===== config.mk =====
export PLATFORM = sky130hd
export DESIGN_NAME = zero_run_visibility_row_decoder
export DESIGN_NICKNAME = d
export VERILOG_FILES = /design/src/hdl/zrvd_pkg.sv /design/src/hdl/zero_run_visibility_row_decoder.sv /design/src/hdl/zrvd_csr.sv /design/src/hdl/zrvd_ctrl.sv /design/src/hdl/zrvd_dp.sv
export SDC_FILE = /design/constraint.sdc
export NUM_CORES = 1
export LEC_CHECK = 0
export BUFFER_PORTS_ARGS = -buffer_cell sky130_fd_sc_hd__buf_2
export CELL_PAD_IN_SITES_DETAIL_PLACEMENT = 0
export CELL_PAD_IN_SITES_GLOBAL_PLACEMENT = 1
export CORE_MARGIN = 5
export CORE_UTILIZATION = 48
export DETAILED_ROUTE_END_ITERATION = 10
export PLACE_DENSITY_LB_ADDON = 0.1
export SLEW_MARGIN = 10
export SYNTH_ARGS = -nofsm -noshare
export SYNTH_HDL_FRONTEND = slang
export SYNTH_SLANG_ARGS = --single-unit

===== constraint.sdc =====
create_clock -name clock -period 17.4 [get_ports clock]
set_input_delay 2.61 -clock clock [delete_from_list [all_inputs] [get_ports clock]]
set_output_delay 2.61 -clock clock [all_outputs]
set_load 0.02 [all_outputs]

===== src/hdl/zrvd_pkg.sv =====
package zrvd_pkg;

   // Fixed field widths.
   localparam int CLUSTER_COUNT_W = 12;
   localparam int BYTE_W          = 8;
   localparam int WORD_BYTES      = 8;
   localparam int WORD_W          = BYTE_W * WORD_BYTES;
   localparam int PACK_W          = WORD_W - BYTE_W;
   localparam int FILL_W          = 3;
   localparam int COUNT_W         = 4;

   // Row length as computed from the cluster count, before narrowing.
   localparam int ROW_CALC_W = 10;

   // Default for the MAX_ROW_BYTES parameter.
   localparam int DEF_MAX_ROW_BYTES = 256;

   // Configuration port.
   localparam int CSR_DATA_W = 32;
   localparam int CSR_ADDR_W = 3;
   localparam int CSR_IDX_W  = 1;
   localparam logic [CSR_IDX_W-1:0] REG_CLUSTER_COUNT = 1'b0;
   localparam logic [CLUSTER_COUNT_W-1:0] CLUSTER_COUNT_RESET = 12'd2048;

   // Request codes and fill value.
   localparam logic REQ_STREAM = 1'b0;
   localparam logic REQ_NOVIS  = 1'b1;
   localparam logic [BYTE_W-1:0] NOVIS_BYTE = 8'hFF;

   // Commands from the controller to the datapath.
   typedef struct packed {
      logic load;
      logic step;
   } cmd_type;

   // Status from the datapath to the controller.
   typedef struct packed {
      logic load_run;
      logic emit;
      logic run_done;
      logic out_free;
   } sts_type;

   // Row length in bytes: cluster count divided by eight, rounded up,
   // then held within one and the largest row.
   function automatic logic [ROW_CALC_W-1:0] row_len_calc(
      input logic [CLUSTER_COUNT_W-1:0] cc,
      input int max_bytes
   );
      logic [CLUSTER_COUNT_W:0] sum;
      logic [ROW_CALC_W-1:0]    len;
      int                       m;
      sum = {1'b0, cc} + (CLUSTER_COUNT_W+1)'(7);
      len = sum[CLUSTER_COUNT_W:3];
      m   = max_bytes;
      if (len == '0) begin
         len = ROW_CALC_W'(1);
      end else if (int'(len) > m) begin
         len = m[ROW_CALC_W-1:0];
      end
      return len;
   endfunction

endpackage


===== src/hdl/zero_run_visibility_row_decoder.sv =====
// Channel   Direction  Handshake                 Payload
// req       in         req_valid / req_ready     req_type, req_in_byte
// rsp       out        rsp_valid / rsp_ready     rsp_out_word, rsp_valid_bytes, rsp_row_end,
//                                                rsp_overrun, rsp_last_of_item
// csr       in         psel / penable / pready   paddr, pwdata, pwrite, prdata
//
// An item is taken first, then the packer places it in chunks of up to eight bytes, each
// no larger than the free room of the packed word: a literal is a single chunk, while a zero
// run of c bytes or a no-vis row of ROW bytes is split over as many chunks as it needs.
// The packer places one chunk and emits at most one word per cycle while it is not held.
// A word waits in the output register; the packer holds while that register is full.
// Reset is synchronous; afterwards cluster_count is 2048 and no row is in progress.
module zero_run_visibility_row_decoder #(
   parameter int MAX_ROW_BYTES = zrvd_pkg::DEF_MAX_ROW_BYTES
) (
   input  logic                              clock,
   input  logic                              reset,
   input  logic                              req_valid,
   output logic                              req_ready,
   input  logic                              req_type,
   input  logic [zrvd_pkg::BYTE_W-1:0]       req_in_byte,
   output logic                              rsp_valid,
   input  logic                              rsp_ready,
   output logic [zrvd_pkg::WORD_W-1:0]       rsp_out_word,
   output logic [zrvd_pkg::COUNT_W-1:0]      rsp_valid_bytes,
   output logic                              rsp_row_end,
   output logic                              rsp_overrun,
   output logic                              rsp_last_of_item,
   input  logic                              psel,
   input  logic                              penable,
   input  logic                              pwrite,
   input  logic [zrvd_pkg::CSR_ADDR_W-1:0]   paddr,
   input  logic [zrvd_pkg::CSR_DATA_W-1:0]   pwdata,
   output logic [zrvd_pkg::CSR_DATA_W-1:0]   prdata,
   output logic                              pready
);
   import zrvd_pkg::*;

   localparam int ROW_W = $clog2(MAX_ROW_BYTES + 1);

   cmd_type          cmd;
   sts_type          sts;
   logic             cfg_wr;
   logic [ROW_W-1:0] row_len;

   assign pready = 1'b1;

   // Configuration registers.
   zrvd_csr #(
      .MAX_ROW_BYTES(MAX_ROW_BYTES),
      .ROW_W        (ROW_W)
   ) u_csr (
      .clock  (clock),
      .reset  (reset),
      .psel   (psel),
      .penable(penable),
      .pwrite (pwrite),
      .paddr  (paddr),
      .pwdata (pwdata),
      .prdata (prdata),
      .cfg_wr (cfg_wr),
      .row_len(row_len)
   );

   // Sequencing of item intake and packing steps.
   zrvd_ctrl u_ctrl (
      .clock    (clock),
      .reset    (reset),
      .req_valid(req_valid),
      .req_ready(req_ready),
      .cmd      (cmd),
      .sts      (sts)
   );

   // Run expansion, byte packing and the output register.
   zrvd_dp #(
      .ROW_W(ROW_W)
   ) u_dp (
      .clock           (clock),
      .reset           (reset),
      .cmd             (cmd),
      .sts             (sts),
      .req_type        (req_type),
      .req_in_byte     (req_in_byte),
      .cfg_wr          (cfg_wr),
      .row_len         (row_len),
      .rsp_valid       (rsp_valid),
      .rsp_ready       (rsp_ready),
      .rsp_out_word    (rsp_out_word),
      .rsp_valid_bytes (rsp_valid_bytes),
      .rsp_row_end     (rsp_row_end),
      .rsp_overrun     (rsp_overrun),
      .rsp_last_of_item(rsp_last_of_item)
   );

endmodule


===== src/hdl/zrvd_csr.sv =====
module zrvd_csr #(
   parameter int MAX_ROW_BYTES = 256,
   parameter int ROW_W         = 9
) (
   input  logic                               clock,
   input  logic                               reset,
   input  logic                               psel,
   input  logic                               penable,
   input  logic                               pwrite,
   input  logic [zrvd_pkg::CSR_ADDR_W-1:0]    paddr,
   input  logic [zrvd_pkg::CSR_DATA_W-1:0]    pwdata,
   output logic [zrvd_pkg::CSR_DATA_W-1:0]    prdata,
   output logic                               cfg_wr,
   output logic [ROW_W-1:0]                   row_len
);
   import zrvd_pkg::*;

   localparam logic [ROW_CALC_W-1:0] ROW_RESET =
      row_len_calc(CLUSTER_COUNT_RESET, MAX_ROW_BYTES);

   logic [CLUSTER_COUNT_W-1:0] cluster_count_ff;
   logic [ROW_W-1:0]           row_len_ff;
   logic [CSR_IDX_W-1:0]       reg_idx;
   logic [ROW_CALC_W-1:0]      row_calc;

   // Register index is the word address.
   assign reg_idx  = paddr[CSR_ADDR_W-1:2];
   assign cfg_wr   = psel && penable && pwrite && (reg_idx == REG_CLUSTER_COUNT);
   assign row_calc = row_len_calc(pwdata[CLUSTER_COUNT_W-1:0], MAX_ROW_BYTES);

   // Cluster count and the row length derived from it.
   always_ff @(posedge clock) begin
      if (reset) begin
         cluster_count_ff <= CLUSTER_COUNT_RESET;
         row_len_ff       <= ROW_RESET[ROW_W-1:0];
      end else if (cfg_wr) begin
         cluster_count_ff <= pwdata[CLUSTER_COUNT_W-1:0];
         row_len_ff       <= row_calc[ROW_W-1:0];
      end
   end

   // Read back.
   always_comb begin
      case (reg_idx)
         REG_CLUSTER_COUNT:
            prdata = {{(CSR_DATA_W-CLUSTER_COUNT_W){1'b0}}, cluster_count_ff};
         default:
            prdata = '0;
      endcase
   end

   assign row_len = row_len_ff;

endmodule


===== src/hdl/zrvd_ctrl.sv =====
module zrvd_ctrl (
   input  logic              clock,
   input  logic              reset,
   input  logic              req_valid,
   output logic              req_ready,
   output zrvd_pkg::cmd_type cmd,
   input  zrvd_pkg::sts_type sts
);
   import zrvd_pkg::*;

   localparam logic ST_IDLE = 1'b0;
   localparam logic ST_RUN  = 1'b1;

   logic state_ff;
   logic state_in;
   logic accept;

   // An item is taken only between runs.
   assign req_ready = (state_ff == ST_IDLE);
   assign accept    = req_valid && req_ready;

   // One chunk a cycle, held while a word waits for a full output register.
   assign cmd.load = accept;
   assign cmd.step = (state_ff == ST_RUN) && (!sts.emit || sts.out_free);

   always_comb begin
      state_in = state_ff;
      case (state_ff)
         ST_IDLE: begin
            if (accept && sts.load_run) begin
               state_in = ST_RUN;
            end
         end
         ST_RUN: begin
            if (cmd.step && sts.run_done) begin
               state_in = ST_IDLE;
            end
         end
         default: state_in = ST_IDLE;
      endcase
   end

   always_ff @(posedge clock) begin
      if (reset) begin
         state_ff <= ST_IDLE;
      end else begin
         state_ff <= state_in;
      end
   end

endmodule


===== src/hdl/zrvd_dp.sv =====
module zrvd_dp #(
   parameter int ROW_W = 9
) (
   input  logic                              clock,
   input  logic                              reset,
   input  zrvd_pkg::cmd_type                 cmd,
   output zrvd_pkg::sts_type                 sts,
   input  logic                              req_type,
   input  logic [zrvd_pkg::BYTE_W-1:0]       req_in_byte,
   input  logic                              cfg_wr,
   input  logic [ROW_W-1:0]                  row_len,
   output logic                              rsp_valid,
   input  logic                              rsp_ready,
   output logic [zrvd_pkg::WORD_W-1:0]       rsp_out_word,
   output logic [zrvd_pkg::COUNT_W-1:0]      rsp_valid_bytes,
   output logic                              rsp_row_end,
   output logic                              rsp_overrun,
   output logic                              rsp_last_of_item
);
   import zrvd_pkg::*;

   localparam int CMP_W = (ROW_W > BYTE_W) ? ROW_W : BYTE_W;

   // Row and run state.
   logic                awaiting_ff;
   logic [ROW_W-1:0]    bytes_done_ff;
   logic [PACK_W-1:0]   pack_ff;
   logic [FILL_W-1:0]   fill_ff;
   logic [ROW_W-1:0]    run_left_ff;
   logic [BYTE_W-1:0]   run_val_ff;
   logic                ovr_ff;

   // Output register.
   logic                rsp_valid_ff;
   logic [WORD_W-1:0]   word_ff;
   logic [COUNT_W-1:0]  count_ff;
   logic                row_end_ff;
   logic                overrun_ff;
   logic                last_ff;

   // Item decode.
   logic                is_novis;
   logic                byte_nz;
   logic [ROW_W-1:0]    remaining;
   logic                clip;

   // Chunk step.
   logic [COUNT_W-1:0]  room;
   logic [COUNT_W-1:0]  k;
   logic [COUNT_W-1:0]  fill_sum;
   logic [ROW_W-1:0]    bd_sum;
   logic [ROW_W-1:0]    bd_next;
   logic [ROW_W-1:0]    rl_next;
   logic                at_end;
   logic                emit;
   logic                last_word;
   logic [WORD_W-1:0]   pack_ext;
   logic [WORD_W-1:0]   word_nx;

   assign is_novis  = (req_type == REQ_NOVIS);
   assign byte_nz   = (req_in_byte != '0);
   assign remaining = row_len - bytes_done_ff;
   assign clip      = CMP_W'(req_in_byte) > CMP_W'(remaining);

   // Bytes placed this cycle: up to the free room of the packed word.
   assign room     = COUNT_W'(WORD_BYTES) - {1'b0, fill_ff};
   assign k        = (run_left_ff < ROW_W'(room)) ? run_left_ff[COUNT_W-1:0] : room;
   assign fill_sum = {1'b0, fill_ff} + k;
   assign bd_sum   = bytes_done_ff + ROW_W'(k);
   assign at_end   = (bd_sum == row_len);
   assign emit     = fill_sum[COUNT_W-1] || at_end;
   assign bd_next  = at_end ? '0 : bd_sum;
   assign rl_next  = run_left_ff - ROW_W'(k);

   // This word is the item's last when no later chunk will emit one.
   assign last_word = (rl_next == '0) ||
                      ((rl_next < ROW_W'(WORD_BYTES)) && ((bd_next + rl_next) != row_len));

   // Merge the run value into the bytes above the current fill.
   assign pack_ext = {{BYTE_W{1'b0}}, pack_ff};
   always_comb begin
      for (int i = 0; i < WORD_BYTES; i++) begin
         if (COUNT_W'(i) < {1'b0, fill_ff}) begin
            word_nx[BYTE_W*i +: BYTE_W] = pack_ext[BYTE_W*i +: BYTE_W];
         end else if (COUNT_W'(i) < fill_sum) begin
            word_nx[BYTE_W*i +: BYTE_W] = run_val_ff;
         end else begin
            word_nx[BYTE_W*i +: BYTE_W] = '0;
         end
      end
   end

   // Status to the controller.
   assign sts.load_run = is_novis || byte_nz;
   assign sts.emit     = emit;
   assign sts.run_done = (run_left_ff == ROW_W'(k));
   assign sts.out_free = !rsp_valid_ff || rsp_ready;

   // Control state of the row.
   always_ff @(posedge clock) begin
      if (reset) begin
         awaiting_ff   <= 1'b0;
         bytes_done_ff <= '0;
         fill_ff       <= '0;
      end else if (cfg_wr) begin
         awaiting_ff   <= 1'b0;
         bytes_done_ff <= '0;
         fill_ff       <= '0;
      end else if (cmd.load) begin
         if (is_novis) begin
            awaiting_ff   <= 1'b0;
            bytes_done_ff <= '0;
            fill_ff       <= '0;
         end else if (awaiting_ff) begin
            awaiting_ff <= 1'b0;
         end else if (!byte_nz) begin
            awaiting_ff <= 1'b1;
         end
      end else if (cmd.step) begin
         if (emit) begin
            fill_ff       <= '0;
            bytes_done_ff <= bd_next;
         end else begin
            fill_ff       <= fill_sum[FILL_W-1:0];
            bytes_done_ff <= bd_sum;
         end
      end
   end

   // Run setup and packing; bytes above the fill are masked on use.
   always_ff @(posedge clock) begin
      if (cmd.load) begin
         if (is_novis) begin
            run_left_ff <= row_len;
            run_val_ff  <= NOVIS_BYTE;
            ovr_ff      <= 1'b0;
         end else if (awaiting_ff) begin
            run_left_ff <= clip ? remaining : ROW_W'(req_in_byte);
            run_val_ff  <= '0;
            ovr_ff      <= clip;
         end else begin
            run_left_ff <= ROW_W'(1);
            run_val_ff  <= req_in_byte;
            ovr_ff      <= 1'b0;
         end
      end else if (cmd.step) begin
         run_left_ff <= rl_next;
         pack_ff     <= word_nx[PACK_W-1:0];
      end
   end

   // Output register valid.
   always_ff @(posedge clock) begin
      if (reset) begin
         rsp_valid_ff <= 1'b0;
      end else if (cmd.step && emit) begin
         rsp_valid_ff <= 1'b1;
      end else if (rsp_ready) begin
         rsp_valid_ff <= 1'b0;
      end
   end

   // Output register payload.
   always_ff @(posedge clock) begin
      if (cmd.step && emit) begin
         word_ff    <= word_nx;
         count_ff   <= fill_sum;
         row_end_ff <= at_end;
         overrun_ff <= ovr_ff;
         last_ff    <= last_word;
      end
   end

   assign rsp_valid        = rsp_valid_ff;
   assign rsp_out_word     = word_ff;
   assign rsp_valid_bytes  = count_ff;
   assign rsp_row_end      = row_end_ff;
   assign rsp_overrun      = overrun_ff;
   assign rsp_last_of_item = last_ff;

endmodule


After elaboration in Yosys (flattened, before gate mapping)
Cells that the tools add are included.
Operators by class
  $lt $le $gt $ge: 19
  bitwise operators: 4
  add/subtract/negate cells: 7
  muxes and demuxes: 41
  equal/unequal tests: 4
  reductions and logical operators: 25
Operator list (count)
  8-bit 2-to-1 mux: 15
  9-bit 2-to-1 mux: 12
  3-bit by 4-bit < comparator with 1-bit output (first input constant): 4
  12-bit by 3-bit adder with 13-bit output (second input constant): 1
  12-bit 2-to-1 mux: 1
  3-bit 2-to-1 mux: 4
  10-bit by 9-bit > comparator with 1-bit output (second input constant): 1
  10-bit zero test: 1
  9-bit by 4-bit adder with 9-bit output: 1
  9-bit adder: 1
  9-bit by 4-bit == test with 1-bit output: 1
  9-bit == test: 1
  8-bit by 9-bit > comparator with 1-bit output: 1
  1-bit logical AND: 9
  9-bit zero test: 1
  3-bit < comparator (first input constant): 3
  9-bit by 4-bit < comparator with 1-bit output: 1
  9-bit by 4-bit < comparator with 1-bit output (second input constant): 1
  9-bit inequality test: 1
  9-bit by 4-bit subtractor with 9-bit output: 1
  9-bit subtractor: 1
  1-bit by 4-bit < comparator with 1-bit output (first input constant): 2
  2-bit by 4-bit < comparator with 1-bit output (first input constant): 2
  8-bit nonzero test: 1
  14 further kinds: 33
Word-level totals
  flip-flop bits (word level): 181
  bits of input ports: 51
  output and inout port bits: 106
  word-level logic and storage cells: 117

Depth between registers and ports, before layout
  depth after elaboration: 12
  mapped depth: 30
  depth with buffers taken out: 28

Hierarchy
From an unflattened synthesis, not the netlist that was laid out.
Unflattened totals
  cells, all modules: 833
  area total of the unflattened synthesis: 9589.2 um^2
Modules (own cells, without submodules)
  zrvd_dp: area each 8384.3 um^2, cells each 678, seq. area each 4634.4 um^2, times used 1
  zrvd_csr: area each 1119.8 um^2, cells each 145, seq. area each 420.4 um^2, times used 1
  zrvd_ctrl: area each 73.8 um^2, cells each 8, seq. area each 20.0 um^2, times used 1
  zero_run_visibility_row_decoder: area each 11.3 um^2, cells each 2, seq. area each 0.0 um^2, times used 1

Worst setup path after synthesis
Ideal clock, no wire load.
  path type: reg2reg
  start: register u_dp.fill_ff[1]
  end: register u_dp.last_ff, in the netlist u_dp.rsp_last_of_item (enable)
  data required time: 16.900 ns
  period minus slack after synthesis: 7.531 ns
  path slack: 9.869 ns
  stages on the path, launching flop included: 22
  arrival time: 7.031 ns
  library setup time: 0.500 ns
  cells stage by stage: dfxtp_1 -> or2_2 -> buf_2 -> nor2_1 -> clkinv_1 -> ha_1 -> nor2_1 -> nand2_1 -> a21oi_4 -> mux2i_2 -> inv_1 -> ha_1 -> nand3_1 -> and2_1 -> clkbuf_1 -> a221o_1 -> a221oi_1 -> and3_4 -> buf_2 -> nand2b_1 -> nand2_1 -> nor2_1
Between the ends
  word-level cells in the longest chain between the ends: 10
  elaborated cells between the ends (all ways): 11
Ends and longest elaborated chain
  from (decl): line zrvd_dp.sv:28  | logic [FILL_W-1:0] fill_ff;
  from (signal assigned): line zrvd_dp.sv:124  | fill_ff <= fill_sum[FILL_W-1:0];
  4-bit by 3-bit subtractor with 4-bit output (*): line zrvd_dp.sv:66  | assign room = COUNT_W'(WORD_BYTES) - {1'b0, fill_ff};
  9-bit by 4-bit < comparator with 1-bit output: line zrvd_dp.sv:67  | assign k = (run_left_ff < ROW_W'(room)) ? run_left_ff[COUNT_W-1:0] : room;
  4-bit 2-to-1 mux (*): line zrvd_dp.sv:67
  9-bit by 4-bit adder with 9-bit output (*): line zrvd_dp.sv:69  | assign bd_sum = bytes_done_ff + ROW_W'(k);
  9-bit == test (*): line zrvd_dp.sv:70  | assign at_end = (bd_sum == row_len);
  net u_dp.at_end: line zrvd_dp.sv:54  | logic at_end;
  1-bit logical OR (*): line zrvd_dp.sv:71  | assign emit = fill_sum[COUNT_W-1] || at_end;
  1-bit zero test: line zrvd_ctrl.sv:24  | assign cmd.step = (state_ff == ST_RUN) && (!sts.emit || sts.out_free);
  1-bit logical OR: line zrvd_ctrl.sv:24
  1-bit logical AND: line zrvd_ctrl.sv:24
  1-bit logical AND (*): line zrvd_dp.sv:165  | if (cmd.step && emit) begin
  to (signal assigned): line zrvd_dp.sv:170  | last_ff <= last_word;
  to (decl): line zrvd_dp.sv:39  | logic last_ff;
Mark *: on every way through the listed nets, which the timed path passes. The rest lies on a longest branch.
A chain may end at the register's enable or synchronous reset.

Worst setup path after layout
  start: register u_dp.fill_ff[2]
  end: register u_dp.last_ff, in the netlist u_dp.rsp_last_of_item (data pin)
Between the ends
  word-level cells in the longest chain between the ends: 10
  elaborated cells between the ends (all ways): 13
Ends and longest elaborated chain
  4-bit by 3-bit subtractor with 4-bit output (*): line zrvd_dp.sv:66
  9-bit by 4-bit < comparator with 1-bit output: line zrvd_dp.sv:67
  4-bit 2-to-1 mux (*): line zrvd_dp.sv:67
  9-bit by 4-bit adder with 9-bit output: line zrvd_dp.sv:69
  9-bit == test: line zrvd_dp.sv:70
  9-bit 2-to-1 mux: line zrvd_dp.sv:72  | assign bd_next = at_end ? '0 : bd_sum;
  9-bit adder: line zrvd_dp.sv:77  | ((rl_next < ROW_W'(WORD_BYTES)) && ((bd_next + rl_next) != row_len));
  9-bit inequality test: line zrvd_dp.sv:77
  1-bit logical AND: line zrvd_dp.sv:77
  1-bit logical OR (*): line zrvd_dp.sv:76  | assign last_word = (rl_next == '0) ||
  net u_dp.last_word: line zrvd_dp.sv:56  | logic last_word;
Marked as above.

==> impl_metrics.csv <==
group,metric,value,unit
sta,slew_headroom,0.363,
clock_network,postCtsSetupRepairBufs,0,
sta,fin_skew,14.9,ps
power,power_density,110,mW/mm^2
finish,drive_gt1_frac,0.198,
critical_path,critPathMaxStageDelay,550,ps
global_route,grt_pass1_vias,6374,
power,total_power,1.15,mW
sta,hold_ws,432,ps
synthesis,avgSynthCellArea,11.7,sq um
global_route,grt_usage,0.198,
detailed_routing,via_count,6296,
sta,layout_setup_ws,10270,ps
placed_design,gp_congestion,0.874,
synthesis,synthCells,784,
placed_design,placed_area,0.00980,sq mm
finish,layout.nets,974,
critical_path,critical_path_class,"reg2reg",
synthesis,synth-edff-count,145,
sta,fmax,140,MHz
global_route,grt_antenna_before_repair,0,
detailed_routing,drtIter0Drc,449,
sta,finalCriticalPeriod,7130,ps
synthesis,synth_area,0.00917,sq mm
critical_path,crit_fanout,24,
power,vdd_drop_max,0.0000726,V
sta,hold_violations,0,
finish,antennaDiodeCount,0,
die,fp.dieArea,0.0220,sq mm
global_route,grt_max_degree,72,
synthesis,seq_area_frac_synth,0.553,
die,rows,50,
status,outcome,"complete, no violations",
die,die_y,148,microns
placed_design,post-dp-hpwl,15.4,mm
finish,n_fill_cell,1603,
sta,max_slew.worst_pin.slew,956,ps
power,p_leak,4.18,nW
global_route,grt_overflow_total,0,
clock_network,path_clk_slew,70,ps
detailed_routing,wl_per_cell,19.2,microns
critical_path,cp.required,17570,ps
clock_network,cts-resized-gates,0,
flow_run,timing.max_cap.violations,0,
die,core_area,0.0188,sq mm
synthesis,yosys_register_bits,181,
placed_design,io_buffers,113,
die,io_pins,157,
clock_network,clk_latency,440,ps
detailed_routing,drt-vias-per-instance,5.59,
sta,fin_crit_sh,0.410,
clock_network,clk_path_buf_depth,2,
clock_network,htree_levels,4,
global_route,grt_pass1_wl,34.4,mm
critical_path,end_kind,"flop",
synthesis,ys_types,71,
detailed_routing,routed_wl,21.6,mm
critical_path,rrSetupSlack,10270,ps
clock_network,numCtsBuffers,17,
detailed_routing,drtAntennaViolNets,0,
sta,setup_tns,0,ps
synthesis,async_reset_ff_frac,0,
detailed_routing,dr.pass1.iters,5,
sta,setup_viol,0,
critical_path,arrival,7300,ps
clock_network,root_buffer,"clkbuf_16",
synthesis,synth_flop_cell,"edfxtp_1",
die,die_x,148,microns
finish,design_area,0.0104,sq mm
clock_network,cts_hold_buf,0,
sta,rsz0062_at_grt,"false",
sta,slew_violations,0,
die,start_util,0.489,
clock_network,cts_sinks,181,
critical_path,start_kind,"flop",
clock_network,cts_tree,"done",
detailed_routing,drc,0,
finish,areaGrowthSynthToFinish,13.8,%
critical_path,critPathSlowestCell,"dfxtp_1",
synthesis,yosys_warnings,0,
min_path,hp-class,"reg2reg",
placed_design,preCtsSetupSlack,10300,ps
-- metrics by stage --
| stage | utilization | std cells |
|---|---|---|
| detailed placement | 0.522 | 1094 |
| CTS | 0.556 | 1126 |
| floorplan | - | 803 |
| finish | 0.556 | 1126 |
| global route | 0.556 | 1126 |
| global placement | 0.522 | 1094 |
-- cells in the mapped netlist (4+ instances only) --
cell type	n	area, sq um
edfxtp_1	145	4350
nand2_1	66	248
a22o_1	53	464
a21oi_1	47	235
ha_1	39	488
nor2_1	39	146
inv_1	38	143
dfxtp_1	36	721
xnor2_1	29	254
o21ai_0	28	140
clkbuf_1	25	93.8
buf_4	21	158
nor2b_1	20	125
xor2_1	20	175
a21o_1	17	128
and2_1	14	87.6
nor3_1	10	50.1
nand3_1	9	45.0
a211oi_1	7	52.6
nor4_1	7	43.8
mux2_2	6	67.6
and3_1	5	31.3
buf_1	5	18.8
fa_1	5	100
o21a_1	5	37.5
or2_2	5	31.3
a31oi_1	4	25.0
buf_2	4	20.0
buf_6	4	45.0
nand2b_1	4	25.0
o21ba_2	4	40.0
o22ai_1	4	25.0
or4_1	4	30.0
-- metal layers --
| metal | routed length [microns] | vias up | GRT usage |
|---|---|---|---|
| met4 | 345 | 0 | 0.0559 |
| met5 | 0 | - | 0 |
| met3 | 1030 | 21 | 0.0454 |
| met2 | 10700 | 177 | 0.340 |
| met1 | 9550 | 3075 | 0.253 |
| li1 | - | 3023 | - |
-- layout make-up --
cell class / count / area, sq um / share of cell area
Timing Repair Buffer: 116 / 588 / 0.0563
Inverter: 41 / 154 / 0.0147
Multi-Input combinational cell: 522 / 3690 / 0.353
Sequential cell: 181 / 5070 / 0.486
Clock inverter: 15 / 214 / 0.0205
Clock buffer: 17 / 425 / 0.0408
Tap cell: 234 / 293 / 0.0281
-- sequential cells by signal, indices dropped and copies added, names as in the netlist, 3 cells and up --
signal	count
u_dp.bytes_done_ff	9
u_csr.cluster_count_ff	12
u_dp.rsp_valid_bytes	4
u_dp.run_val_ff	8
u_dp.fill_ff	3
u_dp.rsp_out_word	64
u_dp.pack_ff	56
u_dp.run_left_ff	9
u_csr.row_len	9
-- cell families (layout without fill, tap and decap cells) --
group,after synthesis,in the layout,share of synthesized area
compound gates,200,200,0.159
flops,181,181,0.553
fa+ha+maj,44,44,0.0641
simple gates,197,197,0.107
buf+inv,100,189,0.0533
mux,9,9,0.0110
other cells,2,21,0.000819
xor+xnor,51,51,0.0511
-- worst paths after layout --
| path | startpoint | end | depth (start not counted) |
|---|---|---|---|
| worst min-delay path | u_dp.ovr_ff | u_dp.rsp_overrun | 0 |
| worst max register to register | u_dp.fill_ff[2] | u_dp.rsp_last_of_item | 27 |
| worst max-delay path | u_dp.fill_ff[2] | u_dp.rsp_last_of_item | 27 |
| worst min register to register | u_dp.ovr_ff | u_dp.rsp_overrun | 0 |
-- power breakdown --
| group | switching, mW | internal (mW) | total [mW] |
|---|---|---|---|
| Sequential | 0.0190 | 0.511 | 0.530 |
| Clock | 0.188 | 0.222 | 0.409 |
| Combinational | 0.133 | 0.0804 | 0.213 |
| Total | 0.339 | 0.813 | 1.15 |
-- critical path: cells and delay by family, from the launching register on --
kind	cells	cell delay, ps
adder cells (fa/ha/maj)	5	1750
XOR/XNOR	3	490
AND/OR/NAND/NOR	11	2270
AO/OA/AOI/OAI	7	1470
buffers and inverters	1	320
flip-flops	1	550
-- placed cells by master (no fill, tap or decap), drive strengths merged, types with 7 or more instances in the layout --
| master | count |
|---|---|
| o21ai | 29 |
| a21o | 17 |
| xor2 | 20 |
| nor3 | 11 |
| ha | 39 |
| a22o | 53 |
| nor2b | 20 |
| clkbuf | 17 |
| nor4 | 9 |
| nand2 | 66 |
| buf | 116 |
| clkinv | 9 |
| and3 | 7 |
| conb | 21 |
| inv | 45 |
| edfxtp | 145 |
| a211oi | 8 |
| nor2 | 39 |
| dfxtp | 36 |
| xnor2 | 30 |
| and2 | 15 |
| a21oi | 50 |
| nand3 | 9 |
Power figures use the tool's default switching activity.
